==> src/vertex_index_compactor_top_macros.svh <==
// ----------------------------------------------------------------------------
// Vertex index compactor assertion macros
// Shared concurrent assertion forms, clocked on i_clk, off during reset.
// ----------------------------------------------------------------------------
`ifndef VERTEX_INDEX_COMPACTOR_TOP_MACROS_SVH
`define VERTEX_INDEX_COMPACTOR_TOP_MACROS_SVH

// same-cycle implication
`define VIC_ASSERT_SAME(label, ante, cons, msg) \
    label: assert property (@(posedge i_clk) disable iff (!i_rst_n) \
        (ante) |-> (cons)) else $error(msg);

// next-cycle implication
`define VIC_ASSERT_NEXT(label, ante, cons, msg) \
    label: assert property (@(posedge i_clk) disable iff (!i_rst_n) \
        (ante) |=> (cons)) else $error(msg);

`endif

==> src/vic_ram.sv <==
// ----------------------------------------------------------------------------
// Generic RAM
// One write port, one read port, registered read data held when not reading.
// ----------------------------------------------------------------------------
module vic_ram #(
    parameter int WIDTH = 8,
    parameter int DEPTH = 16
) (
    input  logic                     i_clk,
    input  logic                     i_we,
    input  logic [$clog2(DEPTH)-1:0] i_waddr,
    input  logic [WIDTH-1:0]         i_wdata,
    input  logic                     i_re,
    input  logic [$clog2(DEPTH)-1:0] i_raddr,
    output logic [WIDTH-1:0]         o_rdata
);

    logic [WIDTH-1:0] r_mem [DEPTH];
    logic [WIDTH-1:0] r_rdata;

    always_ff @(posedge i_clk) begin
        if (i_we) begin
            r_mem[i_waddr] <= i_wdata;
        end
        if (i_re) begin
            r_rdata <= r_mem[i_raddr];
        end
    end

    assign o_rdata = r_rdata;

endmodule

==> config.mk <==
export PLATFORM = sky130hd
export DESIGN_NAME = vic_ram
export DESIGN_NICKNAME = d
export VERILOG_FILES = /design/src/vertex_index_compactor_top_macros.svh /design/src/vic_ram.sv
export SDC_FILE = /design/constraint.sdc
export NUM_CORES = 1
export LEC_CHECK = 0
export BUFFER_PORTS_ARGS = -buffer_cell sky130_fd_sc_hd__buf_2
export CAP_MARGIN = 20
export CORE_MARGIN = 2
export CORE_UTILIZATION = 45
export CTS_CLUSTER_DIAMETER = 30
export CTS_CLUSTER_SIZE = 25
export DETAILED_ROUTE_END_ITERATION = 6
export GPL_TIMING_DRIVEN = 0
export PLACE_DENSITY = 0.67
export SETUP_SLACK_MARGIN = 0.4
export SLEW_MARGIN = 20
export SYNTH_ARGS = -nofsm -noshare
export SYNTH_HDL_FRONTEND = slang
export SYNTH_SLANG_ARGS = --single-unit
==> constraint.sdc <==
create_clock -name i_clk -period 1.73 [get_ports i_clk]
set_input_delay 0.0865 -clock i_clk [delete_from_list [all_inputs] [get_ports i_clk]]
set_output_delay 0.0865 -clock i_clk [all_outputs]
set_load 0.05 [all_outputs]
==> tab_implementation.tex <==
\begin{tabular}{lr}
\hline
Metric & Value \\
\hline
\multicolumn{2}{l}{\textbf{Floorplanning}} \\
\quad Die area & 12500 µm² \\
\quad Io pins & 27 \\
\quad Core area & roughly 11000 µm² \\
\quad Num rows & 39 \\
\quad Horizontal die dimension & 112 µm \\
\quad Starting density of the core & a little under half \\
\quad Die Height & about 110 µm \\
\multicolumn{2}{l}{\textbf{Yosys}} \\
\quad Sequential element share of the synthesized area & 78.1\% \\
\quad Number of library cell types mapped by synthesis & 18 \\
\quad Synth warnings & 0 \\
\quad Number of storage elements in the synthesis netlist & 136 \\
\quad Synth Area per Inst & 22.8 µm² \\
\quad Cells after synthesis & between 200 and 250 \\
\quad Post-synthesis cell area & $\sim$5200 µm² \\
\quad Total nets after synthesis & 248 \\
\multicolumn{2}{l}{\textbf{STA}} \\
\quad Pin slew with the least headroom to its limit & 0.863 ns \\
\quad Fin crit share & 84.0\% \\
\quad Final count of hold timing violations & 0 \\
\quad Slew Viols, Final & 0 \\
\quad Number of setup violations in the final report & 0 \\
\quad Fmax & 688 MHz \\
\quad Shortest clock period the worst path allows after layout & roughly 1.5 ns \\
\quad Slew margin rel. & 42.3\% \\
\quad RSZ-0062 raised after global routing & yes \\
\quad Worst Skew & 0.00691 ns \\
\multicolumn{2}{l}{\textbf{Drt}} \\
\quad Via density & between 5 and 6 \\
\quad First drt pass iteration count & 4 \\
\quad Routed WL per cell & 24.0 µm \\
\quad Detailed-route wire length & around 10000 µm \\
\quad Remaining DRCs & 0 \\
\quad Initial drt markers & approximately 240 \\
\quad Total number of vias & 2479 \\
\quad Post-route antenna net violation count & 0 \\
\multicolumn{2}{l}{\textbf{Clock network}} \\
\quad Clock root buffer & sky130\_fd\_sc\_hd\_\_clkbuf\_16 \\
\quad Clock tree from TritonCTS & yes \\
\quad Number of clock buffers inserted by TritonCTS & 17 \\
\quad Clock latency at the later pin of the worst-skew pair & just over 0.4 ns \\
\quad Count of H-tree levels built during CTS & 4 \\
\quad Hold bufs inserted after CTS & 0 \\
\quad Maximum number of buffers from clock root to sink & 2 \\
\quad Setup repair bufs after CTS & 0 \\
\quad Total number of clock tree sinks & roughly 140 \\
\quad Clock-pin slew of the registers on the worst-case setup and hold paths & 0.06 ns \\
\multicolumn{2}{l}{\textbf{Finish}} \\
\quad Number of nets in the layout & 292 \\
\quad Post-route insts no fill & 429 \\
\quad Number of antenna cells inserted & 0 \\
\quad Post-layout instance area & just over 6000 µm² \\
\quad Area growth from synthesis to layout & 18.0\% \\
\quad Fraction of final layout cells with drive strength greater than 1 & 40.2\% \\
\multicolumn{2}{l}{\textbf{Global route}} \\
\quad Largest net degree at the start of global routing & 17 \\
\quad Wire length of the first global-routing pass & 15200 µm \\
\quad Number of global-route vias before repair & 2501 \\
\quad Global-route total usage across every layer & 17.2\% \\
\quad Overflow left after global routing & 0 \\
\quad Number of antenna violations at the first check in global routing & 0 \\
\multicolumn{2}{l}{\textbf{Worst setup path}} \\
\quad Startpoint type of the worst setup path & flop \\
\quad Data arrival time at the worst-slack endpoint & 1.60 ns \\
\quad Crit. End Element & flop \\
\quad Path type of the worst setup path & flop to flop \\
\quad Worst-path maximum fanout & 1 \\
\quad Required time at the endpoint of the critical path & 1.88 ns \\
\multicolumn{2}{l}{\textbf{Power and ir drop}} \\
\quad IR Drop Worst-Case VDD & 680 µV \\
\quad Static Leakage & 1.99 nW \\
\quad Pwr per Cell Area & 1240 nW/µm² \\
\quad Tot Pwr & 7.66 mW \\
\multicolumn{2}{l}{\textbf{Placed design}} \\
\quad Number of placed instances, taps included & 397 \\
\quad Dpl cell area & 5560 µm² \\
\quad Half-perimeter wire length of the detailed placement result & 6270 µm \\
\quad Routability-driven placement congestion ratio & a little over 0.7 \\
\quad Number of port buffers & 25 \\
\multicolumn{2}{l}{\textbf{Outcome}} \\
\quad Run status & completed \\
\multicolumn{2}{l}{\textbf{Run}} \\
\quad MaxCap Viol Count & 0 \\
\multicolumn{2}{l}{\textbf{Worst hold path}} \\
\quad HP Class & primary input to flop \\
\hline
\end{tabular}
## state kept, by name (all words and copies together), names as in the netlist
register / cells
o_rdata: 8
r_mem: 128
## synthesized netlist by cell type
cell type                         number  area share (%)
sky130_fd_sc_hd__edfxtp_1            136              78
sky130_fd_sc_hd__mux4_2               18             7.8
sky130_fd_sc_hd__a22oi_1              16             2.3
sky130_fd_sc_hd__mux4_1               14             7.0
sky130_fd_sc_hd__nor2_1               13            0.93
sky130_fd_sc_hd__nand2_1               9            0.65
sky130_fd_sc_hd__nor3_1                4            0.38
sky130_fd_sc_hd__buf_2                 3            0.29
sky130_fd_sc_hd__buf_6                 3            0.65
sky130_fd_sc_hd__clkdlybuf4s25_2       3            0.57
sky130_fd_sc_hd__nand2b_1              2            0.24
sky130_fd_sc_hd__nand3b_1              2            0.29
sky130_fd_sc_hd__and2_1                1            0.12
sky130_fd_sc_hd__and2b_1               1            0.14
sky130_fd_sc_hd__buf_4                 1            0.14
sky130_fd_sc_hd__nand3_1               1           0.096
sky130_fd_sc_hd__nor2b_1               1            0.12
sky130_fd_sc_hd__or3b_2                1            0.17
## worst paths after layout
check | startpoint | end | slack [ns] | cells after the start
worst max-delay path | r_mem[7][6] | o_rdata[6] | 0.28 | 3
worst max register to register | r_mem[7][6] | o_rdata[6] | 0.28 | 3
worst min-delay path | i_re | o_rdata[3] | 0.04 | 1
worst min register to register | r_mem[8][3] | o_rdata[3] | 0.78 | 3
## per-layer routing
metal | track usage, % | wire length [µm] | up-vias
met5 | 0 | 0 | -
met4 | 6.01 | 116 | 0
met3 | 4.30 | 667 | 10
met2 | 26.9 | 5140 | 94
met1 | 23.8 | 4390 | 1318
li1 | - | - | 1057
## power by group
part | switching [mW] | internal [mW] | total, mW
Sequential | 0.0189 | 3.71 | 3.73
Clock | 1.36 | 2.13 | 3.49
Combinational | 0.278 | 0.159 | 0.436
Total | 1.66 | 6.00 | 7.66
## worst max-delay path, cell delays in order, from the launching register on
cell and delay (ns):
sky130_fd_sc_hd__edfxtp_1 0.37, sky130_fd_sc_hd__mux4_2 0.51, sky130_fd_sc_hd__a22oi_1 0.21, sky130_fd_sc_hd__nand2_1 0.11
## repair_timing
action / 4_1_cts / 5_1_grt
pin swaps: 6 / 4
resized for setup: 22 / 5
setup endpoints to repair: 32 / 16
## logic make-up (layout without fill, tap and decap cells)
| group | after synthesis | in the layout | share of synthesized area (%) |
|---|---|---|---|
| flip-flops | 136 | 136 | 78.1 |
| AND/OR/NAND/NOR | 35 | 35 | 3.14 |
| multiplexers | 32 | 32 | 14.8 |
| AO/OA/AOI/OAI | 16 | 16 | 2.30 |
| buffers and inverters | 10 | 67 | 1.65 |
## area by class of cell
type	instances	area (µm²)
Buffer	10	97.6
Clock buffer	18	429
Clock inverter	14	148
Fill cell	846	5200
Multi-Input combinational cell	83	1110
Sequential cell	136	4080
Tap cell	143	179
Timing Repair Buffer	25	125
## cells in the final DEF, fill, tap and decap left out, types with 3 or more instances in the layout
| cell type | n |
|---|---|
| sky130_fd_sc_hd__nor2_1 | 10 |
| sky130_fd_sc_hd__clkdlybuf4s25_2 | 3 |
| sky130_fd_sc_hd__a22oi_2 | 12 |
| sky130_fd_sc_hd__inv_6 | 4 |
| sky130_fd_sc_hd__nor2_2 | 3 |
| sky130_fd_sc_hd__buf_2 | 28 |
| sky130_fd_sc_hd__nor3_2 | 3 |
| sky130_fd_sc_hd__edfxtp_1 | 136 |
| sky130_fd_sc_hd__clkinvlp_4 | 4 |
| sky130_fd_sc_hd__clkbuf_16 | 17 |
| sky130_fd_sc_hd__nand2_1 | 9 |
| sky130_fd_sc_hd__mux4_2 | 30 |
| sky130_fd_sc_hd__a22oi_1 | 4 |
## metrics by stage
| step | setup TNS [ns] | util (%) | hold slack (ns) | setup slack, ns |
|---|---|---|---|---|
| finish | 0 | 54.3 | 0.0359 | 0.277 |
| global route | 0 | 54.3 | 0.0208 | 0.250 |
| CTS | 0 | 54.1 | 0.0193 | 0.284 |
| detailed placement | -1.12 | 48.9 | 0.448 | -0.0839 |
| global placement | -2.38 | 48.8 | 0.446 | -0.0934 |
| floorplan | 0 | - | 0.185 | 0.377 |
Power figures use the tool's default switching activity.
